**src/rtl/pbm_pkg.sv**
```systemverilog
// Shared constants and types for the pixel blend modes block.
// Holds channel width, mode codes, lane post-operation codes and lane control.
// No dependencies.
package pbm_pkg;

  localparam int CHANNEL_BITS = 8;
  localparam int LANE_STAGES  = 5;
  localparam int MODE_BITS    = 3;

  localparam logic [CHANNEL_BITS-1:0]   CH_MAX    = {CHANNEL_BITS{1'b1}};
  localparam logic [2*CHANNEL_BITS-1:0] CH_MAX_SQ =
    (2*CHANNEL_BITS)'(CH_MAX) * (2*CHANNEL_BITS)'(CH_MAX);

  localparam logic [MODE_BITS-1:0] MODE_NORMAL   = 3'd0;
  localparam logic [MODE_BITS-1:0] MODE_MULTIPLY = 3'd1;
  localparam logic [MODE_BITS-1:0] MODE_ADD      = 3'd2;
  localparam logic [MODE_BITS-1:0] MODE_DIFF     = 3'd3;
  localparam logic [MODE_BITS-1:0] MODE_OVERLAY  = 3'd4;

  // What to do with the first product to get the blended color at scale M*M
  typedef enum logic [1:0] {
    POST_PASS       = 2'd0,
    POST_DOUBLE     = 2'd1,
    POST_INV_DOUBLE = 2'd2
  } post_t;

  // Per-stage load strobes shared by all lanes
  typedef struct packed {
    logic [LANE_STAGES-1:0] adv;
  } lane_ctl_t;

endpackage

```
**src/rtl/pixel_blend_modes.sv**
```systemverilog
// Pixel blend modes block: three channel lanes, valid pipeline and output merge.
// An accepted item loads the first lane stage, then moves through four more lane stages
// and the output register. Throughput: one item per cycle unless out_ready stalls;
// a stage advances when it is empty or the next one does.
// Reset (rst_n low, synchronous) empties the pipeline and sets the mode to normal.
// Depends on pbm_pkg and pbm_lane.
module pixel_blend_modes (
  input  logic                                  clk,
  input  logic                                  rst_n,
  input  logic                                  cfg_wr_en,
  input  logic [pbm_pkg::MODE_BITS-1:0]         cfg_wr_data,
  input  logic                                  in_valid,
  output logic                                  in_ready,
  input  logic [pbm_pkg::CHANNEL_BITS-1:0]      in_src_red,
  input  logic [pbm_pkg::CHANNEL_BITS-1:0]      in_src_green,
  input  logic [pbm_pkg::CHANNEL_BITS-1:0]      in_src_blue,
  input  logic [pbm_pkg::CHANNEL_BITS-1:0]      in_src_alpha,
  input  logic [pbm_pkg::CHANNEL_BITS-1:0]      in_dest_red,
  input  logic [pbm_pkg::CHANNEL_BITS-1:0]      in_dest_green,
  input  logic [pbm_pkg::CHANNEL_BITS-1:0]      in_dest_blue,
  output logic                                  out_valid,
  input  logic                                  out_ready,
  output logic [pbm_pkg::CHANNEL_BITS-1:0]      out_red,
  output logic [pbm_pkg::CHANNEL_BITS-1:0]      out_green,
  output logic [pbm_pkg::CHANNEL_BITS-1:0]      out_blue,
  output logic [pbm_pkg::CHANNEL_BITS-1:0]      out_alpha
);

  localparam int NS = pbm_pkg::LANE_STAGES;
  localparam int W  = pbm_pkg::CHANNEL_BITS;

  // Mode register: the user must write it only while the block is idle; the block does not enforce this.
  logic [pbm_pkg::MODE_BITS-1:0] mode_r;
  logic [pbm_pkg::MODE_BITS-1:0] mode_nxt;

  assign mode_nxt = cfg_wr_en ? cfg_wr_data : mode_r;

  always_ff @(posedge clk) begin
    if (!rst_n) begin
      mode_r <= pbm_pkg::MODE_NORMAL;
    end else begin
      mode_r <= mode_nxt;
    end
  end

  // Valid bit per lane stage plus the output register.
  logic [NS-1:0] stg_vld_r;
  logic [NS-1:0] stg_vld_nxt;
  logic          out_vld_r;
  logic          out_vld_nxt;
  logic [NS:0]   load;

  // Load strobes run back from the output: a stage loads when it is empty
  // or when the stage after it loads this cycle.
  always_comb begin
    load[NS] = !out_vld_r || out_ready;
    for (int k = NS-1; k >= 0; k--) begin
      load[k] = !stg_vld_r[k] || load[k+1];
    end
  end

  always_comb begin
    stg_vld_nxt[0] = load[0] ? in_valid : stg_vld_r[0];
    for (int k = 1; k < NS; k++) begin
      stg_vld_nxt[k] = load[k] ? stg_vld_r[k-1] : stg_vld_r[k];
    end
    out_vld_nxt = load[NS] ? stg_vld_r[NS-1] : out_vld_r;
  end

  always_ff @(posedge clk) begin
    if (!rst_n) begin
      stg_vld_r <= '0;
      out_vld_r <= 1'b0;
    end else begin
      stg_vld_r <= stg_vld_nxt;
      out_vld_r <= out_vld_nxt;
    end
  end

  assign in_ready = load[0];

  // All three lanes step together under one set of strobes.
  pbm_pkg::lane_ctl_t lane_ctl;
  assign lane_ctl.adv = load[NS-1:0];

  logic [W-1:0] res_red;
  logic [W-1:0] res_green;
  logic [W-1:0] res_blue;

  pbm_lane u_lane_red (
    .clk   (clk),
    .ctl   (lane_ctl),
    .mode  (mode_r),
    .src   (in_src_red),
    .dst   (in_dest_red),
    .alpha (in_src_alpha),
    .res   (res_red)
  );

  pbm_lane u_lane_green (
    .clk   (clk),
    .ctl   (lane_ctl),
    .mode  (mode_r),
    .src   (in_src_green),
    .dst   (in_dest_green),
    .alpha (in_src_alpha),
    .res   (res_green)
  );

  pbm_lane u_lane_blue (
    .clk   (clk),
    .ctl   (lane_ctl),
    .mode  (mode_r),
    .src   (in_src_blue),
    .dst   (in_dest_blue),
    .alpha (in_src_alpha),
    .res   (res_blue)
  );

  // Merge: gather the lane results into one output item; hold while stalled.
  logic [W-1:0] red_r;
  logic [W-1:0] green_r;
  logic [W-1:0] blue_r;

  always_ff @(posedge clk) begin
    if (load[NS]) begin
      red_r   <= res_red;
      green_r <= res_green;
      blue_r  <= res_blue;
    end
  end

  assign out_valid = out_vld_r;
  assign out_red   = red_r;
  assign out_green = green_r;
  assign out_blue  = blue_r;
  // Result is always fully opaque.
  assign out_alpha = pbm_pkg::CH_MAX;

  // An accepted item always lands in the first lane stage.
  a_accept_fills: assert property (@(posedge clk) disable iff (!rst_n)
    in_valid && in_ready |=> stg_vld_r[0])
    else $error("accepted item did not enter the lane pipeline");

  // The last lane stage must not drop its item while the output is stalled.
  a_tail_holds: assert property (@(posedge clk) disable iff (!rst_n)
    stg_vld_r[NS-1] && out_vld_r && !out_ready |=> stg_vld_r[NS-1])
    else $error("item lost from last lane stage under stall");

  // Input back-pressure only when every slot in the pipeline is occupied.
  a_ready_full: assert property (@(posedge clk) disable iff (!rst_n)
    !in_ready |-> (&stg_vld_r) && out_vld_r && !out_ready)
    else $error("input stalled with a free pipeline slot");

  // A delivered result leaves the output empty unless a new one moves up.
  a_out_refill: assert property (@(posedge clk) disable iff (!rst_n)
    out_vld_r && out_ready && !stg_vld_r[NS-1] |=> !out_vld_r)
    else $error("output valid without an item behind it");

endmodule

```
**src/rtl/pbm_lane.sv**
```systemverilog
// One color channel lane of the pixel blend pipeline: blend, alpha mix, divide.
// Depends on pbm_pkg. Stage loads come from the top level as a lane_ctl_t.
module pbm_lane (
  input  logic                                 clk,
  input  pbm_pkg::lane_ctl_t                   ctl,
  input  logic [pbm_pkg::MODE_BITS-1:0]        mode,
  input  logic [pbm_pkg::CHANNEL_BITS-1:0]     src,
  input  logic [pbm_pkg::CHANNEL_BITS-1:0]     dst,
  input  logic [pbm_pkg::CHANNEL_BITS-1:0]     alpha,
  output logic [pbm_pkg::CHANNEL_BITS-1:0]     res
);

  localparam int W  = pbm_pkg::CHANNEL_BITS;
  localparam int RW = 2*W + 2;
  localparam logic [RW-1:0] SQ_X1 = RW'(pbm_pkg::CH_MAX_SQ);
  localparam logic [RW-1:0] SQ_X2 = RW'(pbm_pkg::CH_MAX_SQ) << 1;

  // stage 1: operand select and products
  logic [W:0]          sum_w;
  logic [W-1:0]        sat_sum;
  logic [W-1:0]        abs_diff;
  logic                dst_low;
  logic [W-1:0]        op_x;
  logic [W-1:0]        op_y;
  pbm_pkg::post_t      post_sel;
  logic [2*W-1:0]      prod_nxt;
  logic [2*W-1:0]      dinv_nxt;
  logic [2*W-1:0]      prod_r;
  logic [2*W-1:0]      dinv1_r;
  logic [W-1:0]        alpha1_r;
  pbm_pkg::post_t      post1_r;

  always_comb begin
    sum_w    = {1'b0, src} + {1'b0, dst};
    sat_sum  = (sum_w > {1'b0, pbm_pkg::CH_MAX}) ? pbm_pkg::CH_MAX : sum_w[W-1:0];
    abs_diff = (dst > src) ? (dst - src) : (src - dst);
    dst_low  = {dst, 1'b0} < {1'b0, pbm_pkg::CH_MAX};
    op_x     = dst;
    op_y     = pbm_pkg::CH_MAX;
    post_sel = pbm_pkg::POST_PASS;
    case (mode)
      pbm_pkg::MODE_NORMAL: begin
        op_x = src;
      end
      pbm_pkg::MODE_MULTIPLY: begin
        op_x = src;
        op_y = dst;
      end
      pbm_pkg::MODE_ADD: begin
        op_x = sat_sum;
      end
      pbm_pkg::MODE_DIFF: begin
        op_x = abs_diff;
      end
      pbm_pkg::MODE_OVERLAY: begin
        if (dst_low) begin
          op_x     = src;
          op_y     = dst;
          post_sel = pbm_pkg::POST_DOUBLE;
        end else begin
          op_x     = pbm_pkg::CH_MAX - src;
          op_y     = pbm_pkg::CH_MAX - dst;
          post_sel = pbm_pkg::POST_INV_DOUBLE;
        end
      end
      default: begin
        // unused codes pass the destination through
        op_x = dst;
      end
    endcase
    prod_nxt = (2*W)'(op_x) * (2*W)'(op_y);
    dinv_nxt = (2*W)'(dst) * (2*W)'(pbm_pkg::CH_MAX - alpha);
  end

  always_ff @(posedge clk) begin
    if (ctl.adv[0]) begin
      prod_r   <= prod_nxt;
      dinv1_r  <= dinv_nxt;
      alpha1_r <= alpha;
      post1_r  <= post_sel;
    end
  end

  // stage 2: blended color at scale M*M, weight by alpha
  logic [2*W-1:0] blend;
  logic [2*W-1:0] prod_dbl;
  logic [3*W-1:0] wsrc_nxt;
  logic [3*W-1:0] wsrc_r;
  logic [2*W-1:0] dinv2_r;

  always_comb begin
    prod_dbl = {prod_r[2*W-2:0], 1'b0};
    case (post1_r)
      pbm_pkg::POST_PASS:       blend = prod_r;
      pbm_pkg::POST_DOUBLE:     blend = prod_dbl;
      pbm_pkg::POST_INV_DOUBLE: blend = pbm_pkg::CH_MAX_SQ - prod_dbl;
      default:                  blend = prod_r;
    endcase
    wsrc_nxt = (3*W)'(blend) * (3*W)'(alpha1_r);
  end

  always_ff @(posedge clk) begin
    if (ctl.adv[1]) begin
      wsrc_r  <= wsrc_nxt;
      dinv2_r <= dinv1_r;
    end
  end

  // stage 3: numerator; d*(M-a)*M as shift minus
  logic [3*W-1:0] num_nxt;
  logic [3*W-1:0] num_r;

  assign num_nxt = wsrc_r + ((3*W)'(dinv2_r) << W) - (3*W)'(dinv2_r);

  always_ff @(posedge clk) begin
    if (ctl.adv[2]) begin
      num_r <= num_nxt;
    end
  end

  // stage 4: estimate quotient by 2^(2W), remainder against M*M
  logic [W-1:0]  quo_est;
  logic [RW-1:0] rem_nxt;
  logic [W-1:0]  quo_est_r;
  logic [RW-1:0] rem_r;

  assign quo_est = num_r[3*W-1:2*W];
  assign rem_nxt = RW'(num_r[2*W-1:0]) + (RW'(quo_est) << (W+1)) - RW'(quo_est);

  always_ff @(posedge clk) begin
    if (ctl.adv[3]) begin
      quo_est_r <= quo_est;
      rem_r     <= rem_nxt;
    end
  end

  // stage 5: estimate is low by at most two
  logic [W-1:0] res_nxt;
  logic [W-1:0] res_r;

  assign res_nxt = quo_est_r + W'(rem_r >= SQ_X1) + W'(rem_r >= SQ_X2);

  always_ff @(posedge clk) begin
    if (ctl.adv[4]) begin
      res_r <= res_nxt;
    end
  end

  assign res = res_r;

endmodule

```
**config.mk**
```make
export PLATFORM = sky130hd
export DESIGN_NAME = pixel_blend_modes
export DESIGN_NICKNAME = d
export VERILOG_FILES = /design/src/rtl/pbm_pkg.sv /design/src/rtl/pixel_blend_modes.sv /design/src/rtl/pbm_lane.sv
export SDC_FILE = /design/constraint.sdc
export NUM_CORES = 2
export LEC_CHECK = 0
export BUFFER_PORTS_ARGS = -buffer_cell sky130_fd_sc_hd__buf_2
export CAP_MARGIN = 20
export CELL_PAD_IN_SITES_DETAIL_PLACEMENT = 0
export CELL_PAD_IN_SITES_GLOBAL_PLACEMENT = 1
export CORE_MARGIN = 3
export CORE_UTILIZATION = 40
export CTS_CLUSTER_DIAMETER = 100
export DETAILED_ROUTE_END_ITERATION = 6
export HOLD_SLACK_MARGIN = 0.1
export PLACE_DENSITY_LB_ADDON = 0.2
export SLEW_MARGIN = 10
export SYNTH_ARGS = -nofsm -noshare
export SYNTH_HDL_FRONTEND = slang
export SYNTH_SLANG_ARGS = --single-unit
```
**constraint.sdc**
```tcl
create_clock -name clk -period 10.65 [get_ports clk]
set_clock_uncertainty 0.2 [all_clocks]
set_input_delay 1.065 -clock clk [delete_from_list [all_inputs] [get_ports clk]]
set_output_delay 1.065 -clock clk [all_outputs]
set_load 0.05 [all_outputs]
```
* Yosys cells after proc, flatten, opt, wreduce, memory -nomap -nowiden
Index checks and enable logic that the tools add are counted.
** Storage, ports and cells
- Register bits after elaboration :: 437
- Output and inout bits :: 34
- Logic and storage cells :: 147
** Operators by class
- $add $sub $neg :: 37
- Multipliers :: 9
- $lt $le $gt $ge :: 15
- Equal/unequal tests :: 10
- Mux-type cells :: 24
- Reductions and logical operators :: 14
** Operators by type and width (number)
- $mux 8 :: 12
- $pmux 16 s2 :: 3
- $pmux 8 s4 :: 3
- $add 24x24->24 :: 3
- $mul 16x8->24 :: 3
- $sub 24x16->24 :: 3
- $add 16x17->18 :: 3
- $ge 18x16->1 const B :: 3
- $ge 18x17->1 const B :: 3
- $sub 18x8->18 :: 3
- $add 8x1->8 :: 6
- $mul 8x16->16 :: 3
- $mul 8x8->16 :: 3
- $pmux 8 s2 :: 3
- $sub 16x16->16 const A :: 3
- $sub 8x8->8 :: 6
- $sub 8x8->8 const A :: 6
- $add 8x8->9 :: 3
- $gt 9x8->1 const B :: 3
- $lt 9x8->1 const B :: 3
- $gt 8x8->1 :: 3
- $sub 8x8->9 const A :: 1
- $eq 2x1->1 const B :: 3
- $eq 2x2->1 const B :: 3
- 8 further kinds :: 21

* Depth between registers and ports, before layout
- Word-level depth :: 7
- Depth in mapped cells :: 31
- Gate-level depth less buffers :: 30

* Hierarchy
From an unflattened synthesis, not the netlist that was laid out.
** Unflattened totals
- Cells, all modules :: 5438
- Area total of the unflattened synthesis :: 52049.9 um2
** Modules (own cells, without submodules)
- pbm_lane (u_lane_green) :: times used 1, cells an instance 1832, area an instance 17197.7 um2, seq. area each 4204.0 um2
- pbm_lane (u_lane_blue) :: times used 1, cells an instance 1786, area an instance 16993.8 um2, seq. area each 4204.0 um2
- pbm_lane (u_lane_red) :: times used 1, cells an instance 1751, area an instance 16727.3 um2, seq. area each 4204.0 um2
- pixel_blend_modes :: times used 1, cells an instance 69, area an instance 1131.1 um2, seq. area each 900.9 um2

* Worst setup path before layout
Ideal clock, no wire load.
- Kind :: input -> register
- From :: input in_dest_blue[0] in the netlist's numbering
- To :: register u_lane_blue.prod_r[15] (data pin)
- Setup time :: 0.260 ns
- Arrival :: 7.231 ns
- Required time :: 10.190 ns
- Slack :: 2.960 ns
- Cell stages on the path :: 29
- Buffers on the path :: 0
- Cell sequence :: inv_1 ha_1 inv_1 fa_1 a211oi_1 o21ai_1 a211oi_2 nor2_2 mux2i_1 o221ai_1 xnor2_1 a21oi_1 nor2_1 fa_1 inv_1 fa_1 inv_1 fa_1 inv_1 fa_1 inv_1 ha_1 a21boi_0 o21ai_0 nand2b_1 a21o_1 a41o_1 o41a_1 xnor2_1
** On the way
- Longest elaborated chain between the ends :: 5
** Ends and longest elaborated chain
- start: declaration :: line pixel_blend_modes.sv:20 : input logic [pbm_pkg::CHANNEL_BITS-1:0] in_dest_blue,
- $add 8x8->9 :: line pbm_lane.sv:34 : sum_w = {1'b0, src} + {1'b0, dst};
- $gt 9x8->1 :: line pbm_lane.sv:35 : sat_sum = (sum_w > {1'b0, pbm_pkg::CH_MAX}) ? pbm_pkg::CH_MAX : sum_w[W-1:0];
- $mux 8 :: line pbm_lane.sv:35
- $pmux 8 s4 :: line pbm_lane.sv:41 : case (mode)
- $mul 8x8->16 (*) :: line pbm_lane.sv:71 : prod_nxt = (2*W)'(op_x) * (2*W)'(op_y);
- via u_lane_blue.prod_nxt[15] :: line pbm_lane.sv:26 : logic [2*W-1:0] prod_nxt;
- end signal: assignment :: line pbm_lane.sv:77 : prod_r <= prod_nxt;
- end: declaration :: line pbm_lane.sv:28 : logic [2*W-1:0] prod_r;
The timed path passes the listed nets; every way through them passes the cells marked *.
A chain may end at the register's enable or synchronous reset.

* Final worst setup path
Ends and elaborated chain as after synthesis.

==> impl_metrics.prom <==
# TYPE chip_impl_metric gauge
chip_impl_metric{name="arrival",unit="ps"} 8210
chip_impl_metric{name="cp.required",unit="ps"} 10830
chip_impl_metric{name="seq_area_frac_synth",unit="%"} 25.6
chip_impl_metric{name="mappedNetlistArea",unit="µm²"} 50900
chip_impl_info{name="synth_area_leaders",value="sky130_fd_sc_hd__edfxtp_1 (25%), sky130_fd_sc_hd__fa_1 (20%), sky130_fd_sc_hd__ha_1 (16%), sky130_fd_sc_hd__inv_1 (7.2%), sky130_fd_sc_hd__xnor2_1 (3.9%)"} 1
chip_impl_metric{name="die-width",unit="µm"} 363
chip_impl_metric{name="yosys_warnings",unit=""} 0
chip_impl_metric{name="clock_sinks",unit=""} 437
chip_impl_metric{name="io_buffers",unit=""} 89
chip_impl_metric{name="tns",unit="ps"} 0
chip_impl_metric{name="final_nets",unit=""} 6608
chip_impl_metric{name="synth_cell_type_count",unit=""} 82
chip_impl_metric{name="area_growth",unit="%"} 7.85
chip_impl_metric{name="synthesis.instances",unit=""} 5363
chip_impl_metric{name="first_global_vias",unit=""} 35683
chip_impl_metric{name="first_pass_grt_wire_length",unit="µm"} 192000
chip_impl_metric{name="hpwl",unit="µm"} 92500
chip_impl_metric{name="avgViaCountPerCell",unit=""} 4.92
chip_impl_metric{name="global_route.overflow_total",unit=""} 0
chip_impl_metric{name="fp.coreArea",unit="µm²"} 126000
chip_impl_metric{name="cts_buf_count",unit=""} 53
chip_impl_info{name="outcome",value="finished, final reports clean"} 1
chip_impl_info{name="yosysMostFrequentCell",value="sky130_fd_sc_hd__inv_1"} 1
chip_impl_metric{name="floorplan.io_pins",unit=""} 98
chip_impl_metric{name="hold_violations",unit=""} 0
chip_impl_info{name="timing.critical_path.slowest_stage_cell",value="sky130_fd_sc_hd__fa_1"} 1
chip_impl_metric{name="routedWlPerCell",unit="µm"} 16.3
chip_impl_info{name="cts_tree",value="yes"} 1
chip_impl_metric{name="via_count",unit=""} 34907
chip_impl_metric{name="synth-async-reset-ratio",unit="%"} 0
chip_impl_info{name="worst_path_most_repeated_cell",value="sky130_fd_sc_hd__inv_1"} 1
chip_impl_metric{name="cts_resized",unit=""} 0
chip_impl_metric{name="final-max-slew-violation-count",unit=""} 0
chip_impl_info{name="main_combinational_cell_family_by_area_after_synthesis",value="adder cells"} 1
chip_impl_metric{name="cts_max_level",unit=""} 2
chip_impl_metric{name="worst_pin_slew",unit="ps"} 1020
chip_impl_metric{name="drt_drc_violations_left",unit=""} 0
chip_impl_metric{name="synth_xor_xnor_area_share",unit="%"} 5.11
chip_impl_metric{name="clk-insertion-delay-late",unit="ps"} 630
chip_impl_metric{name="final_cell_area",unit="µm²"} 54900
chip_impl_metric{name="cts_buffer_depth",unit=""} 3
chip_impl_metric{name="placement_rows",unit=""} 130
chip_impl_metric{name="finalWirelength",unit="µm"} 115000
chip_impl_metric{name="track_usage",unit="%"} 18.0
chip_impl_metric{name="synth_mux_area_share",unit="%"} 0.856
chip_impl_info{name="critical_path.endpoint_type",value="flop"} 1
chip_impl_metric{name="initial_core_utilization",unit="%"} 40.4
chip_impl_metric{name="achievable-frequency",unit="GHz"} 0.124
chip_impl_metric{name="finalCritPeriodShare",unit="%"} 75.4
chip_impl_info{name="worstSetupPathType",value="in2reg"} 1
chip_impl_metric{name="timing.max_cap.violations",unit=""} 0
chip_impl_metric{name="chipHeight",unit="µm"} 363
chip_impl_metric{name="final-setup-viol-count",unit=""} 0
chip_impl_info{name="synth_common_cells",value="sky130_fd_sc_hd__inv_1 (981), sky130_fd_sc_hd__ha_1 (633), sky130_fd_sc_hd__fa_1 (510)"} 1
chip_impl_metric{name="drt-initial-drc-count",unit=""} 1660
chip_impl_metric{name="drtAntennaViolNets",unit=""} 0
chip_impl_info{name="root_buffer_cell",value="sky130_fd_sc_hd__clkbuf_16"} 1
chip_impl_metric{name="cp_max_fo",unit=""} 8
chip_impl_metric{name="worst_setup_hold_path_clk_slew",unit="ps"} 60
chip_impl_info{name="ys.flop_type",value="sky130_fd_sc_hd__edfxtp_1"} 1
chip_impl_metric{name="dpl-instance-area",unit="µm²"} 53100
chip_impl_metric{name="post-synth-top-area-fraction",unit="%"} 25.3
chip_impl_info{name="post-synth-top-area-cell",value="sky130_fd_sc_hd__edfxtp_1"} 1
chip_impl_metric{name="synth_edf_count",unit=""} 428
chip_impl_metric{name="timing.hold.ws",unit="ps"} 218
chip_impl_metric{name="final_layout_size_suffix_gt1_share",unit="%"} 5.21
chip_impl_info{name="hold_path_class",value="reg2reg"} 1
chip_impl_metric{name="antenna_found_initial",unit=""} 11
chip_impl_metric{name="post_cts_buffers",unit=""} 0
chip_impl_metric{name="avgSynthCellArea",unit="µm²"} 9.49
chip_impl_info{name="grt_setup_unrepaired",value="no"} 1
chip_impl_metric{name="die_area",unit="µm²"} 132000
chip_impl_metric{name="postCtsHoldBufs",unit=""} 0
chip_impl_metric{name="depth_of_the_worst_register_to_register_path",unit=""} 24
chip_impl_metric{name="worstHoldPathCells",unit=""} 0
chip_impl_metric{name="slew_headroom",unit="%"} 31.2
chip_impl_metric{name="ys_ff_latch",unit=""} 437
chip_impl_metric{name="grt_start_max_net_pins",unit=""} 76
chip_impl_metric{name="gpl_wtd_cong",unit=""} 0.873
chip_impl_metric{name="number_of_detailed_route_iterations_in_the_first_pass",unit=""} 6
chip_impl_metric{name="period_minus_slack",unit="ps"} 8030
chip_impl_metric{name="area_fraction_in_compound_gates_after_synthesis",unit="%"} 10.1
chip_impl_metric{name="synth_simple_gate_area_share",unit="%"} 14.2
chip_impl_metric{name="synth_adder_area_share",unit="%"} 35.6
chip_impl_metric{name="worst_path_largest_cell_delay",unit="ps"} 540
chip_impl_info{name="startpoint_type",value="primary input"} 1
[logic make-up after synthesis]
| logic type | after synthesis |
|---|---|
| xor+xnor | 297 |
| flops | 437 |
| compound gates | 803 |
| buf+inv | 1123 |
| mux | 40 |
| simple gates | 1519 |
| fa+ha+maj | 1143 |
| other cells | 1 |
[per-stage QoR]
step	std cells	setup WS, ps	utilization (%)
2_1_floorplan	5370	2960	-
5_1_grt	7097	2110	43.6
6_report	7097	2620	43.6
3_5_place_dp	6995	2000	42.1
3_3_place_gp	6995	2050	42.1
4_1_cts	7095	2660	43.6
[routing by layer]
metal  GRT usage [%]  routed length (µm)  up-vias
met5               0                  46        -
met4            4.11                2540        8
met3            2.58                4580      141
met2            27.5               48600      527
met1            26.8               59700    16586
li1                -                   -    17645
[worst paths after layout]
kind,startpoint,end,slack (ps)
worst max register to register,u_lane_green.post1_r[0],u_lane_green.wsrc_r[23],3070
worst min register to register,u_lane_green.res[6],out_green[6],220
worst max-delay path,in_dest_blue[0],u_lane_blue.prod_r[15],2620
worst min-delay path,u_lane_green.res[6],out_green[6],220
[cell usage in the layout, fill, tap and decap left out, types with 20 or more instances in the layout]
master                      instances
sky130_fd_sc_hd__or2_2             45
sky130_fd_sc_hd__xnor2_1          226
sky130_fd_sc_hd__nand3_1           63
sky130_fd_sc_hd__inv_1            979
sky130_fd_sc_hd__a31oi_1           30
sky130_fd_sc_hd__o21ai_1           40
sky130_fd_sc_hd__a211oi_1          24
sky130_fd_sc_hd__nand2_1          397
sky130_fd_sc_hd__buf_4             25
sky130_fd_sc_hd__nand4_1           20
sky130_fd_sc_hd__o22ai_1           21
sky130_fd_sc_hd__buf_2             89
sky130_fd_sc_hd__ha_1             633
sky130_fd_sc_hd__clkbuf_16         53
sky130_fd_sc_hd__or3_1             32
sky130_fd_sc_hd__xor2_1            71
sky130_fd_sc_hd__and2_1           140
sky130_fd_sc_hd__and3_1            34
sky130_fd_sc_hd__nor3_1            82
sky130_fd_sc_hd__nor2b_1           96
sky130_fd_sc_hd__mux2i_1           30
sky130_fd_sc_hd__o21bai_1          33
sky130_fd_sc_hd__a21oi_1          237
sky130_fd_sc_hd__nand2b_1         132
sky130_fd_sc_hd__o21a_1            31
sky130_fd_sc_hd__a21o_1            79
sky130_fd_sc_hd__edfxtp_1         428
sky130_fd_sc_hd__o21ai_0          142
sky130_fd_sc_hd__nor2_1           445
sky130_fd_sc_hd__fa_1             510
[worst max-delay path: cells and delay by family]
kind	cells	cell delay [ps]
buffers and inverters	7	690
AND/OR/NAND/NOR	3	410
XOR/XNOR	2	290
adder cells (fa/ha/maj)	7	2900
multiplexers	1	310
AO/OA/AOI/OAI	10	2550
[layout make-up]
cell class	count	area, µm²
Antenna cell	1	2.50
Clock buffer	63	1400
Clock inverter	37	390
Fill cell	12457	71000
Inverter	984	3690
Multi-Input combinational cell	3810	33600
Sequential cell	437	13000
Tap cell	1650	2060
Timing Repair Buffer	115	661
[sequential cells by signal, indices dropped and copies added (netlist names), 16 cells and up]
signal                flops
u_lane_red.dinv2_r       16
u_lane_green.wsrc_r      24
u_lane_blue.rem_r        18
u_lane_blue.prod_r       16
u_lane_green.rem_r       18
u_lane_red.dinv1_r       16
u_lane_red.num_r         24
u_lane_green.dinv1_r     16
u_lane_red.prod_r        16
u_lane_red.wsrc_r        24
u_lane_green.num_r       24
u_lane_red.rem_r         18
u_lane_blue.dinv2_r      16
u_lane_blue.num_r        24
u_lane_blue.wsrc_r       24
u_lane_blue.dinv1_r      16
u_lane_green.dinv2_r     16
u_lane_green.prod_r      16
Power is not shown: default switching activity piles up to over one toggle a cycle in this logic, so the estimate is an artifact.
